### src/sv/tone_schedule_stack_assert.svh
// assertion macros for the tone schedule stack
`ifndef TONE_SCHEDULE_STACK_ASSERT_SVH
`define TONE_SCHEDULE_STACK_ASSERT_SVH
`ifndef SYNTHESIS
`define TSS_ASSERT_ALWAYS(label, clk, rst_n, expr) \
    label: assert property (@(posedge clk) disable iff (!rst_n) (expr)) \
        else $error("tone schedule: invariant violated");
`define TSS_ASSERT_IMPL(label, clk, rst_n, ante, cons) \
    label: assert property (@(posedge clk) disable iff (!rst_n) (ante) |-> (cons)) \
        else $error("tone schedule: implication violated");
`define TSS_ASSERT_NEXT(label, clk, rst_n, ante, cons) \
    label: assert property (@(posedge clk) disable iff (!rst_n) (ante) |=> (cons)) \
        else $error("tone schedule: next-cycle check violated");
`else
`define TSS_ASSERT_ALWAYS(label, clk, rst_n, expr)
`define TSS_ASSERT_IMPL(label, clk, rst_n, ante, cons)
`define TSS_ASSERT_NEXT(label, clk, rst_n, ante, cons)
`endif
`endif

### src/sv/tss_pkg.sv
// shared types and constants of the tone schedule stack
`default_nettype none

package tss_pkg;

    typedef struct packed {
        logic [15:0] freq;
        logic [15:0] len;
    } t_tone;

    typedef struct packed {
        logic push;
        logic pop;
    } t_stack_cmd;

    localparam logic        MODE_TICK    = 1'b0;
    localparam logic        MODE_REQ     = 1'b1;
    localparam logic [31:0] GAP_RESET_US = 32'd200000;
    localparam logic [9:0]  US_PER_MS    = 10'd1000;
    localparam int          ADDR_W       = 3;
    localparam logic        REG_GAP_US   = 1'b0;

endpackage

`default_nettype wire

### src/sv/tss_stack.sv
// shift-register tone stack: entry 0 is always the top
`default_nettype none

module tss_stack #(
    parameter int DEPTH = 6,
    parameter int CW    = $clog2(DEPTH + 1)
) (
    input  wire                 i_clk,
    input  wire                 i_rst_n,
    input  tss_pkg::t_stack_cmd i_cmd,
    input  tss_pkg::t_tone      i_new,
    output logic [CW-1:0]       o_count,
    output logic                o_full,
    output tss_pkg::t_tone      o_top,
    output tss_pkg::t_tone      o_nxt_top,
    output logic [CW-1:0]       o_nxt_count
);

    localparam int SECOND = (DEPTH > 1) ? 1 : 0;

    tss_pkg::t_tone r_ent [DEPTH];
    logic [CW-1:0]  r_count;
    logic [CW-1:0]  n_count;
    tss_pkg::t_tone w_second;

    assign w_second = (DEPTH > 1) ? r_ent[SECOND] : '0;
    assign o_count  = r_count;
    assign o_full   = (r_count == CW'(DEPTH));
    assign o_top    = r_ent[0];

    // view of the stack as it will be after this command
    always_comb begin
        n_count   = r_count;
        o_nxt_top = (r_count != '0) ? r_ent[0] : '0;
        if (i_cmd.push) begin
            n_count   = r_count + CW'(1);
            o_nxt_top = i_new;
        end else if (i_cmd.pop) begin
            n_count   = r_count - CW'(1);
            o_nxt_top = (r_count > CW'(1)) ? w_second : '0;
        end
    end

    assign o_nxt_count = n_count;

    always_ff @(posedge i_clk) begin
        if (!i_rst_n) begin
            r_count <= '0;
        end else begin
            r_count <= n_count;
        end
    end

    // payload entries carry no reset
    always_ff @(posedge i_clk) begin
        if (i_cmd.push) begin
            r_ent[0] <= i_new;
            for (int i = 1; i < DEPTH; i++) begin
                r_ent[i] <= r_ent[i-1];
            end
        end else if (i_cmd.pop) begin
            for (int i = 0; i < DEPTH - 1; i++) begin
                r_ent[i] <= r_ent[i+1];
            end
        end
    end

endmodule

`default_nettype wire

### src/sv/tone_schedule_stack.sv
// top level of the tone schedule stack: input stage, sequencing logic, result stage
//
//  channel   direction  handshake                   payload
//  in        sink       i_in_valid / o_in_stall     i_mode i_now_us i_req_freq
//                                                   i_req_duration_ms i_req_regular
//  out       source     o_out_valid / i_out_stall   o_buzzer_on o_tone_start o_tone_freq
//                                                   o_tone_length_ms o_pending_count
//                                                   o_request_dropped
//  cfg       apb slave  psel penable pwrite pready  paddr pwdata prdata
//
// one item per cycle unless the result is stalled; input register, then result register
// the schedule state is updated as an item moves from the input register to the result
// register, so each item sees the state left by the one before it
// synchronous active-low reset clears the schedule, the on/off flag, the time stamp and
// sets gap_us to 200000; stack entries are not cleared
// a stalled result holds the result register; the input register still takes one item
`default_nettype none

`include "tone_schedule_stack_assert.svh"

module tone_schedule_stack #(
    parameter int SCHEDULE_DEPTH = 6
) (
    input  wire                         i_clk,
    input  wire                         i_rst_n,
    // input item channel
    input  wire                         i_in_valid,
    output logic                        o_in_stall,
    input  wire                         i_mode,
    input  wire  [31:0]                 i_now_us,
    input  wire  [15:0]                 i_req_freq,
    input  wire  [15:0]                 i_req_duration_ms,
    input  wire                         i_req_regular,
    // result item channel
    output logic                        o_out_valid,
    input  wire                         i_out_stall,
    output logic                        o_buzzer_on,
    output logic                        o_tone_start,
    output logic [15:0]                 o_tone_freq,
    output logic [15:0]                 o_tone_length_ms,
    output logic [2:0]                  o_pending_count,
    output logic                        o_request_dropped,
    // configuration port
    input  wire                         psel,
    input  wire                         penable,
    input  wire                         pwrite,
    input  wire  [tss_pkg::ADDR_W-1:0]  paddr,
    input  wire  [31:0]                 pwdata,
    output logic [31:0]                 prdata,
    output logic                        pready
);

    localparam int CW = $clog2(SCHEDULE_DEPTH + 1);

    // configuration
    logic [31:0] r_gap_us;
    logic        w_cfg_wr;
    logic        w_sel_gap;

    assign pready    = 1'b1;
    assign w_sel_gap = (paddr[2] == tss_pkg::REG_GAP_US);
    assign w_cfg_wr  = psel && penable && pwrite && pready;
    assign prdata    = w_sel_gap ? r_gap_us : '0;

    always_ff @(posedge i_clk) begin
        if (!i_rst_n) begin
            r_gap_us <= tss_pkg::GAP_RESET_US;
        end else if (w_cfg_wr && w_sel_gap) begin
            r_gap_us <= pwdata;
        end
    end

    // input register
    logic        r_s1_valid;
    logic        r_s1_mode;
    logic [31:0] r_s1_now;
    logic [15:0] r_s1_freq;
    logic [15:0] r_s1_dur;
    logic        r_s1_regular;
    logic        w_accept;
    logic        w_advance;
    logic        w_out_block;

    // the result register blocks only while it holds an item that is stalled
    assign w_out_block = o_out_valid && i_out_stall;
    assign w_advance   = r_s1_valid && !w_out_block;
    assign o_in_stall  = r_s1_valid && w_out_block;
    assign w_accept    = i_in_valid && !o_in_stall;

    always_ff @(posedge i_clk) begin
        if (!i_rst_n) begin
            r_s1_valid <= 1'b0;
        end else if (w_accept) begin
            r_s1_valid <= 1'b1;
        end else if (w_advance) begin
            r_s1_valid <= 1'b0;
        end
    end

    always_ff @(posedge i_clk) begin
        if (w_accept) begin
            r_s1_mode    <= i_mode;
            r_s1_now     <= i_now_us;
            r_s1_freq    <= i_req_freq;
            r_s1_dur     <= i_req_duration_ms;
            r_s1_regular <= i_req_regular;
        end
    end

    // schedule
    tss_pkg::t_stack_cmd w_cmd;
    tss_pkg::t_tone      w_new;
    tss_pkg::t_tone      w_top;
    tss_pkg::t_tone      w_nxt_top;
    logic [CW-1:0]       w_count;
    logic [CW-1:0]       w_nxt_count;
    logic                w_full;

    assign w_new.freq = r_s1_freq;
    assign w_new.len  = r_s1_dur;

    tss_stack #(
        .DEPTH (SCHEDULE_DEPTH),
        .CW    (CW)
    ) u_stack (
        .i_clk       (i_clk),
        .i_rst_n     (i_rst_n),
        .i_cmd       (w_cmd),
        .i_new       (w_new),
        .o_count     (w_count),
        .o_full      (w_full),
        .o_top       (w_top),
        .o_nxt_top   (w_nxt_top),
        .o_nxt_count (w_nxt_count)
    );

    // sequencing state
    logic        r_sounding;
    logic [31:0] r_last_us;
    logic        w_is_req;
    logic        w_pending;
    logic        w_push;
    logic        w_dropped;
    logic        w_tick;
    logic [31:0] w_elapsed;
    logic [25:0] w_limit;
    logic        w_start;
    logic        w_stop;
    logic        n_sounding;

    assign w_is_req  = (r_s1_mode == tss_pkg::MODE_REQ);
    assign w_pending = (w_count != '0);

    // a regular request yields to pending tones; any push onto a full schedule is dropped
    assign w_push    = w_is_req && !(r_s1_regular && w_pending) && !w_full;
    assign w_dropped = w_is_req && !w_push;

    // ticks only matter while something is scheduled
    assign w_tick    = (r_s1_mode == tss_pkg::MODE_TICK) && w_pending;
    assign w_elapsed = r_s1_now - r_last_us;
    assign w_limit   = {10'd0, w_top.len} * {16'd0, tss_pkg::US_PER_MS};

    // silent long enough: start the top tone; sounding past its length: end and pop it
    assign w_start   = w_tick && !r_sounding && (w_elapsed > r_gap_us);
    assign w_stop    = w_tick && r_sounding && (w_elapsed > {6'd0, w_limit});

    assign w_cmd.push = w_advance && w_push;
    assign w_cmd.pop  = w_advance && w_stop;

    always_comb begin
        n_sounding = r_sounding;
        if (w_start) begin
            n_sounding = 1'b1;
        end else if (w_stop) begin
            n_sounding = 1'b0;
        end
    end

    always_ff @(posedge i_clk) begin
        if (!i_rst_n) begin
            r_sounding <= 1'b0;
            r_last_us  <= '0;
        end else if (w_advance) begin
            r_sounding <= n_sounding;
            if (w_start || w_stop) begin
                r_last_us <= r_s1_now;
            end
        end
    end

    // result register
    logic [CW+2:0] w_count_ext;
    logic          r_out_valid;
    logic          r_buzzer_on;
    logic          r_tone_start;
    logic [15:0]   r_tone_freq;
    logic [15:0]   r_tone_len;
    logic [2:0]    r_pending;
    logic          r_dropped;

    // count reported modulo 8
    assign w_count_ext = {3'd0, w_nxt_count};

    always_ff @(posedge i_clk) begin
        if (!i_rst_n) begin
            r_out_valid <= 1'b0;
        end else if (w_advance) begin
            r_out_valid <= 1'b1;
        end else if (!i_out_stall) begin
            r_out_valid <= 1'b0;
        end
    end

    always_ff @(posedge i_clk) begin
        if (w_advance) begin
            r_buzzer_on  <= n_sounding;
            r_tone_start <= w_start;
            r_tone_freq  <= w_nxt_top.freq;
            r_tone_len   <= w_nxt_top.len;
            r_pending    <= w_count_ext[2:0];
            r_dropped    <= w_dropped;
        end
    end

    assign o_out_valid       = r_out_valid;
    assign o_buzzer_on       = r_buzzer_on;
    assign o_tone_start      = r_tone_start;
    assign o_tone_freq       = r_tone_freq;
    assign o_tone_length_ms  = r_tone_len;
    assign o_pending_count   = r_pending;
    assign o_request_dropped = r_dropped;

    // checks
    `TSS_ASSERT_ALWAYS(a_count_bound, i_clk, i_rst_n, w_count <= CW'(SCHEDULE_DEPTH))
    `TSS_ASSERT_IMPL(a_sound_has_tone, i_clk, i_rst_n, r_sounding, w_count != '0)
    `TSS_ASSERT_IMPL(a_start_is_on, i_clk, i_rst_n, o_out_valid && o_tone_start, o_buzzer_on)
    `TSS_ASSERT_NEXT(a_stamp_on_start, i_clk, i_rst_n, w_advance && w_start, r_last_us == $past(r_s1_now))

endmodule

`default_nettype wire
### config.mk
export PLATFORM = sky130hd
export DESIGN_NAME = tone_schedule_stack
export DESIGN_NICKNAME = d
export VERILOG_FILES = /design/src/sv/tss_pkg.sv /design/src/sv/tss_stack.sv /design/src/sv/tone_schedule_stack.sv
export VERILOG_INCLUDE_DIRS = /design/src /design/src/sv
export SDC_FILE = /design/constraint.sdc
export NUM_CORES = 1
export LEC_CHECK = 0
export BUFFER_PORTS_ARGS = -buffer_cell sky130_fd_sc_hd__buf_2
export CORE_ASPECT_RATIO = 0.75
export CORE_MARGIN = 1.5
export CORE_UTILIZATION = 60
export CTS_CLUSTER_SIZE = 28
export DETAILED_ROUTE_END_ITERATION = 12
export PLACE_DENSITY = 0.83
export SLEW_MARGIN = 20
export SYNTH_ARGS = -nofsm -noshare
export SYNTH_HDL_FRONTEND = slang
export SYNTH_SLANG_ARGS = --single-unit
export TNS_END_PERCENT = 20
### constraint.sdc
create_clock -name i_clk -period 11.4 [get_ports i_clk]
set_input_delay 2.28 -clock i_clk [delete_from_list [all_inputs] [get_ports i_clk]]
set_output_delay 2.28 -clock i_clk [all_outputs]
set_load 0.02 [all_outputs]
* After elaboration in Yosys (flattened, before gate mapping)
Memory sizes are Yosys's and may differ from the RTL's.
Index checks and enable logic that the tools add are counted.
** Operators by class
- Equal/unequal tests :: 2
- Div/mod/pow operators :: 0
- Reduce and logical (&&, ||, !) cells :: 28
- $mul :: 1
- Shift operators :: 0
- $lt $le $gt $ge :: 3
- Add/subtract/negate cells :: 3
- Mux-type cells :: 23
- Bitwise gates (word level) :: 7
** Operators by type and width (number)
- two-way mux 32 bit :: 10
- > comparator 32 x 26 -> 1 bit :: 1
- > comparator 32 bit :: 1
- subtractor 32 bit :: 1
- multiplier 16 x 7 -> 23 bit, second input constant :: 1
- logical AND 1 bit :: 18
- two-way mux 1 bit :: 11
- logical NOT 1 bit :: 6
- two-way mux 3 bit :: 2
- OR 1 bit :: 5
- adder 3 x 1 -> 3 bit, second input constant :: 1
- equality test 3 bit, second input constant :: 1
- > comparator 3 x 1 -> 1 bit, second input constant :: 1
- nonzero test 3 bit :: 1
- subtractor 3 x 1 -> 3 bit, second input constant :: 1
- != test 2 x 1 -> 1 bit, second input constant :: 1
- NOT 1 bit :: 2
- AND reduction 2 bit :: 1
- nonzero test 2 bit :: 1
- logical OR 1 bit :: 1
** Word-level totals
- Memories kept :: 1
- Bits in registers :: 174
- Bits in read-only memories :: 0
- Input bits :: 108
- Logic and storage cells :: 85
- Latch bits :: 0
- Output and inout port bits :: 73
- Bits in writable memories :: 192
** Memory list
- u_stack.r_ent :: words 6, bits a word 32, rd ports 6, clocked after Yosys merged registers in 0, write ports 6, RTL line tss_stack.sv:21 : tss_pkg::t_tone r_ent [DEPTH];

* Logic depth before layout (Yosys ltp)
Gate-level depths: netlist of run 1.
- Depth in word-level cells :: 9
- Mapped depth :: 30
- Depth with buffers taken out :: 28

* Modules after synthesis
From an unflattened synthesis of run 1, not the netlist that was laid out.
** Second synthesis, totals
- Cell total of the unflattened synthesis :: 2027
- Area total of the unflattened synthesis :: 20628.5 µm²
** Modules (own cells, without submodules)
- tone_schedule_stack :: cells each 1183, area an instance 11762.5 µm², instances 1
- tss_stack :: cells each 844, area an instance 8866.0 µm², instances 1

* Worst setup path before layout of run 1
OpenSTA, ideal clock, no wires.
- Kind :: input -> register
- From :: input port i_out_stall
- To :: memory u_stack.r_ent[0][0] in the netlist's numbering, enable pin
- Path buffers :: 1
- Setup slack :: 1391 ps
- Data arrival time :: 9496 ps
- Stages :: 6
- Cells stage by stage :: a21boi_1 nand3_1 clkinv_1 clkbuf_1 nor2_1 inv_1
** RTL lines
- start: declaration :: RTL line tone_schedule_stack.sv:36 : input wire i_out_stall,
- end: declaration :: RTL line tss_stack.sv:21

==> impl_metrics.tcl, run 1 <==
set metrics [dict create \
    reg2reg_depth 27 \
    rows 57 \
    dpl.cell_count 2223 \
    ant_nets 0 \
    fill_cells 2325 \
    post-cts-setup-buffer-count 0 \
    die_width_um 214 \
    multi_input_area_um2 8880 \
    wirelength_mm 43.0 \
    crit_type "flop to flop" \
    p_switching_mw 1.07 \
    required_ns 11.56 \
    end_kind "flop" \
    ctsHoldBuffers 0 \
    grt_pass1_wl_mm 69.2 \
    num_vias 13200 \
    drv_cap 0 \
    ir_worst_vdd_uv 118 \
    via_per_inst 5.76 \
    fin_skew_ns 0.0210 \
    synthCells 1651 \
    ys_seq_area_frac 0.512 \
    final_common_cell "edfxtp_1" \
    timing.critical_path.mode_cell "fa_1" \
    pwr-share-seq 0.417 \
    fmax_mhz 107 \
    initialDrtViolationCount 924 \
    switching_share 0.289 \
    setup_slack_ns 2.02 \
    async_flop_share 0 \
    numCtsBuffers 37 \
    synth_cell_types 78 \
    cp-start-kind "flop" \
    grt_pass1_vias 13300 \
    crit_path_start "u_stack.r_ent[0][0]" \
    fp.dieArea_um2 34600 \
    cellLeakagePower_nw 9.12 \
    period_needed_ns 9.38 \
    area_growth_pct 12.6 \
    gp_congestion 0.939 \
    final_core_util 0.693 \
    fin_crit_sh 0.823 \
    dpl.hpwl_mm 30.4 \
    portBuffers 177 \
    powerDensity_nw_per_um2 163 \
    cts_resized 0 \
    clkSlewWorstSetupHoldPaths_ns 0.06 \
    start_util 0.615 \
    grt_antenna_before_repair 0 \
    cpPeakStageDelay_ns 0.71 \
    reg2reg_from "u_stack.r_ent[0][0]" \
    ys_seq_elements 366 \
    crit_arrival_ns 9.55 \
    setup-tns-final_ns 0 \
    nNetsFinal 2126 \
    final_cells 2289 \
    wire_per_inst_um 18.8 \
    drtPass1Iterations 5 \
    synth_area_um2 20100 \
    slowest_stage "inv_6" \
    synth_enable_flop_cells 296 \
    clk_latency_ns 0.54 \
    grt_use_total 0.250 \
    hold_viol 0 \
    synth_nets 1957 \
    yosys_warnings 0 \
    critPathCapture "u_stack.r_ent[4][27]" \
    cts-root-buf "clkbuf_16" \
    post-place-ws_ns 2.04 \
    final_cell_mix "edfxtp_1 (296), buf_2 (177), nand2_1 (169), inv_1 (168), ha_1 (143)" \
    slew_headroom 0.280 \
    synth.avg_cell_area_um2 12.2 \
    internal-power_mw 2.63 \
    grt_overflow 0 \
    drive_above_1_share 0.150 \
    design_area_um2 22600 \
    worstMarginPinSlew_ns 1.08 \
    reg2reg_to "u_stack.r_ent[4][27]" \
    placed_area_um2 21400 \
    clkPwrFrac 0.338 \
    ff_latch_area_um2 10300 \
    hold_class "flop to flop" \
    cts_tree "yes" \
    cts_num_sinks 366 \
    grt_setup_unrepaired "false" \
    p_comb_frac 0.245 \
    die_h_um 161 \
    reg2reg_slack_ns 2.02 \
    remaining_drc_errors 0 \
    io_pins 181 \
    setup_viol 0 \
    crit_fanout 115 \
    grt_max_degree 155 \
    core_um2 32700 \
    cts.path.max_buffers 3 \
    num_antenna_cells 0 \
    maxSlewViolCount 0 \
    htree_levels 2 \
    synth_top_flop_cell "edfxtp_1" \
    outcome "complete, no violations" \
]
==> registers in the layout, summed over array words and instances (netlist names), 3 cells and up <==
signal,flops
r_s1_freq,16
o_tone_freq,16
r_s1_now,32
r_s1_dur,16
r_gap_us,32
o_tone_length_ms,16
o_pending_count,3
u_stack.r_ent,192
u_stack.o_count,3
r_last_us,32
==> critical path: cells and delay by family (launching register included) <==
| kind | cells | cell delay [ns] |
|---|---|---|
| AO/OA/AOI/OAI | 9 | 2.40 |
| AND/OR/NAND/NOR | 5 | 1.15 |
| XOR/XNOR | 1 | 0.17 |
| adder cells (fa/ha/maj) | 6 | 2.68 |
| flip-flops | 1 | 0.56 |
| buffers and inverters | 6 | 1.92 |
==> power by group through the flow <==
| stage | Sequential (mW) | Clock, mW | Combinational, mW |
|---|---|---|---|
| floorplan | 1.57 | 0 | 0.657 |
| global placement | 1.56 | 0 | 0.849 |
| detailed placement | 1.57 | 0 | 0.888 |
| CTS | 1.54 | 1.27 | 0.897 |
| global route | 1.54 | 1.32 | 1.02 |
| finish | 1.54 | 1.25 | 0.904 |
==> synthesized netlist by cell type, drive strengths merged (31+ instances only) <==
cell type / count / share of area
dfxtp: 70 / 0.070
ha: 143 / 0.089
a21o: 32 / 0.012
a221o: 31 / 0.015
edfxtp: 296 / 0.44
and2: 35 / 0.011
buf: 31 / 0.010
mux2i: 34 / 0.017
inv: 170 / 0.032
nor2: 66 / 0.012
mux2: 145 / 0.081
fa: 55 / 0.055
a21oi: 79 / 0.020
o21ai: 50 / 0.012
nand2: 169 / 0.032
==> through the flow <==
| stage | hold slack [ns] | total power [mW] |
|---|---|---|
| 2_1_floorplan | 0.420 | 2.23 |
| 3_3_place_gp | 0.425 | 2.41 |
| 3_5_place_dp | 0.430 | 2.46 |
| 4_1_cts | 0.443 | 3.71 |
| 5_1_grt | 0.453 | 3.88 |
| 6_report | 0.439 | 3.69 |
==> area by class of cell <==
cell class,instances,area share
clock buffers,45,0.0450
clock inverters,21,0.0100
inverters,171,0.0286
multi-input cells,1054,0.392
flip-flops and latches,366,0.455
well taps,442,0.0244
repair buffers,190,0.0449
==> how the worst min path moves through the flow <==
stage | start | to | slack [ns] | cells after the start
after detailed placement | u_stack.r_ent[4][17] | u_stack.r_ent[5][17] | 0.43 | 0
final | u_stack.r_ent[4][5] | u_stack.r_ent[5][5] | 0.44 | 0
after floorplan | u_stack.r_ent[4][0] | u_stack.r_ent[5][0] | 0.42 | 0
after CTS | u_stack.r_ent[4][5] | u_stack.r_ent[5][5] | 0.44 | 0
after global placement | u_stack.r_ent[4][5] | u_stack.r_ent[5][5] | 0.43 | 0
after global routing | u_stack.r_ent[4][5] | u_stack.r_ent[5][5] | 0.45 | 0
==> routing by layer <==
metal	global-route usage	share of wire	vias to the layer above	wire (um)
li1	-	-	6276	-
met1	0.364	0.46	6470	19900
met2	0.398	0.46	391	19700
met3	0.0401	0.063	58	2720
met4	0.0589	0.017	0	720
met5	0	0	-	0
==> cells by family (layout without fill, tap and decap cells) <==
logic type	Yosys count	count (layout)	share of synthesized area
flops	366	366	0.512
simple gates	359	359	0.0833
compound gates	275	275	0.0962
buf+inv	231	427	0.0474
fa+ha+maj	198	198	0.144
mux	179	179	0.0982
xor+xnor	42	42	0.0187
other cells	1	1	0.000187
(Power assumes the default switching activity.)
==> run 2, diff against run 1 <==
==> constraint.sdc (replaced) <==
create_clock -name i_clk -period 9.6 [get_ports i_clk]
set_input_delay 1.92 -clock i_clk [delete_from_list [all_inputs] [get_ports i_clk]]
set_output_delay 1.92 -clock i_clk [all_outputs]
set_load 0.02 [all_outputs]
==> run 2 against run 1 <==
Against the previous run:
- register-to-register slack worse by 1.2 ns
- utilization is 0.16 points lower
- hold slack better by 0.0076 ns
- non-clock buffer count grew 2
- sequential cell count unchanged
- critical endpoint is now o_tone_freq[3]
==> impl_metrics.tcl, run 2 (synthesized netlist as in run 1, its figures left out) <==
set metrics [dict create \
    crit_type "flop to flop" \
    portBuffers 177 \
    period_needed_ns 8.79 \
    ctsHoldBuffers 0 \
    drv_cap 0 \
    cts-root-buf "clkbuf_16" \
    largest_reg_flops 192 \
    ff_latch_area_um2 10300 \
    cp-start-kind "flop" \
    hold_viol 0 \
    core_um2 32700 \
    wl_met1_mm 20.2 \
    io_pins 181 \
    required_ns 10.00 \
    ant_nets 0 \
    cts_tree "yes" \
    area_growth_pct 12.4 \
    numCtsBuffers 36 \
    num_antenna_cells 0 \
    grt_use_total 0.252 \
    wirelength_mm 42.9 \
    grt_setup_unrepaired "false" \
    wire_per_inst_um 18.7 \
    power.total_mw 4.33 \
    fill_cells 2327 \
    end_kind "flop" \
    wl_met2_mm 19.2 \
    maxSlewViolCount 0 \
    die_width_um 214 \
    remaining_drc_errors 0 \
    grt_pass1_vias 13000 \
    ir_worst_vdd_uv 121 \
    worstMarginPinSlew_ns 1.05 \
    top_layer "met4" \
    clk_latency_ns 0.54 \
    gp_congestion 0.942 \
    cellLeakagePower_nw 9.09 \
    clkSlewWorstSetupHoldPaths_ns 0.06 \
    outcome "complete, no violations" \
    setup_viol 0 \
    post-cts-setup-buffer-count 0 \
    final_cell_mix "edfxtp_1 (296), buf_2 (177), nand2_1 (169), inv_1 (169), ha_1 (143)" \
    crit_path_start "u_stack.r_ent[0][0]" \
    slew_headroom 0.297 \
    crit_arrival_ns 9.19 \
    grt_overflow 0 \
    cts_num_sinks 366 \
    fp.dieArea_um2 34600 \
    grt_pass1_wl_mm 69.1 \
    start_util 0.615 \
    reg2reg_from "u_stack.r_ent[0][0]" \
    hold_class "flop to flop" \
    fin_skew_ns 0.0180 \
    multi_input_area_um2 8880 \
    dr_wl_met3_mm 2.70 \
    die_h_um 161 \
    htree_levels 2 \
    via_per_inst 5.78 \
    drtPass1Iterations 5 \
    grt_antenna_before_repair 0 \
    drive_above_1_share 0.150 \
    slowest_stage "nor3_4" \
    holdPathStages 0 \
    setup-tns-final_ns 0 \
    crit_fanout 18 \
    nNetsFinal 2127 \
    fmax_mhz 114 \
    initialDrtViolationCount 1136 \
    powerDensity_nw_per_um2 192 \
    cpPeakStageDelay_ns 0.88 \
    num_vias 13200 \
    cts_resized 0 \
    rows 57 \
    fin_crit_sh 0.916 \
    cts.path.max_buffers 3 \
    max_flop_register "u_stack.r_ent" \
    hold_start "u_stack.r_ent[4][2]" \
    final_common_cell "edfxtp_1" \
    grt_max_degree 161 \
    timing.critical_path.mode_cell "fa_1" \
    dpl.hpwl_mm 29.8 \
    reg2reg_depth 27 \
]
## run 2: routing by layer
metal  global-route usage  up-vias
met2                0.383      412
met4               0.0631        0
met5                    0        -
met3               0.0405       65
li1                     -     6258
met1                0.380     6502
## run 2: where the power goes
part | leakage (nW) | internal [mW] | switching (mW)
Sequential | 3.34 | 1.79 | 0.0358
Clock | 0.582 | 0.807 | 0.609
Combinational | 5.17 | 0.459 | 0.629
## run 2: final timing paths
path                    endpoint  slack (ns)
min reg2reg  u_stack.r_ent[5][2]        0.45
max               o_tone_freq[3]        0.81
min          u_stack.r_ent[5][2]        0.45
max reg2reg       o_tone_freq[3]        0.81
## run 2: layout make-up
cell class	count	share of cell area
clock buffer	45	0.0446
clock inverter	20	0.00792
inverter	171	0.0286
multi-input combinational	1054	0.393
sequential	366	0.456
tap	442	0.0245
timing repair buffer	192	0.0453
## run 2: metrics by stage
step | utilization | hold WS, ns | setup WS, ns | instance area (um2) | instances
2_1_floorplan | - | 0.420 | 0.145 | 20100 | 1651
3_3_place_gp | 0.655 | 0.426 | 1.05 | 21400 | 2225
3_5_place_dp | 0.655 | 0.432 | 0.994 | 21400 | 2225
4_1_cts | 0.691 | 0.442 | 0.885 | 22600 | 2290
5_1_grt | 0.691 | 0.459 | 0.341 | 22600 | 2290
6_report | 0.691 | 0.446 | 0.811 | 22600 | 2290
## run 2: critical path, delay by kind of cell, from the launching register on
kind	cells	cell delay [ns]
adder cells (fa/ha/maj)	6	2.64
AO/OA/AOI/OAI	15	3.52
AND/OR/NAND/NOR	2	1.34
buffers and inverters	3	0.42
XOR/XNOR	1	0.15
flip-flops	1	0.55
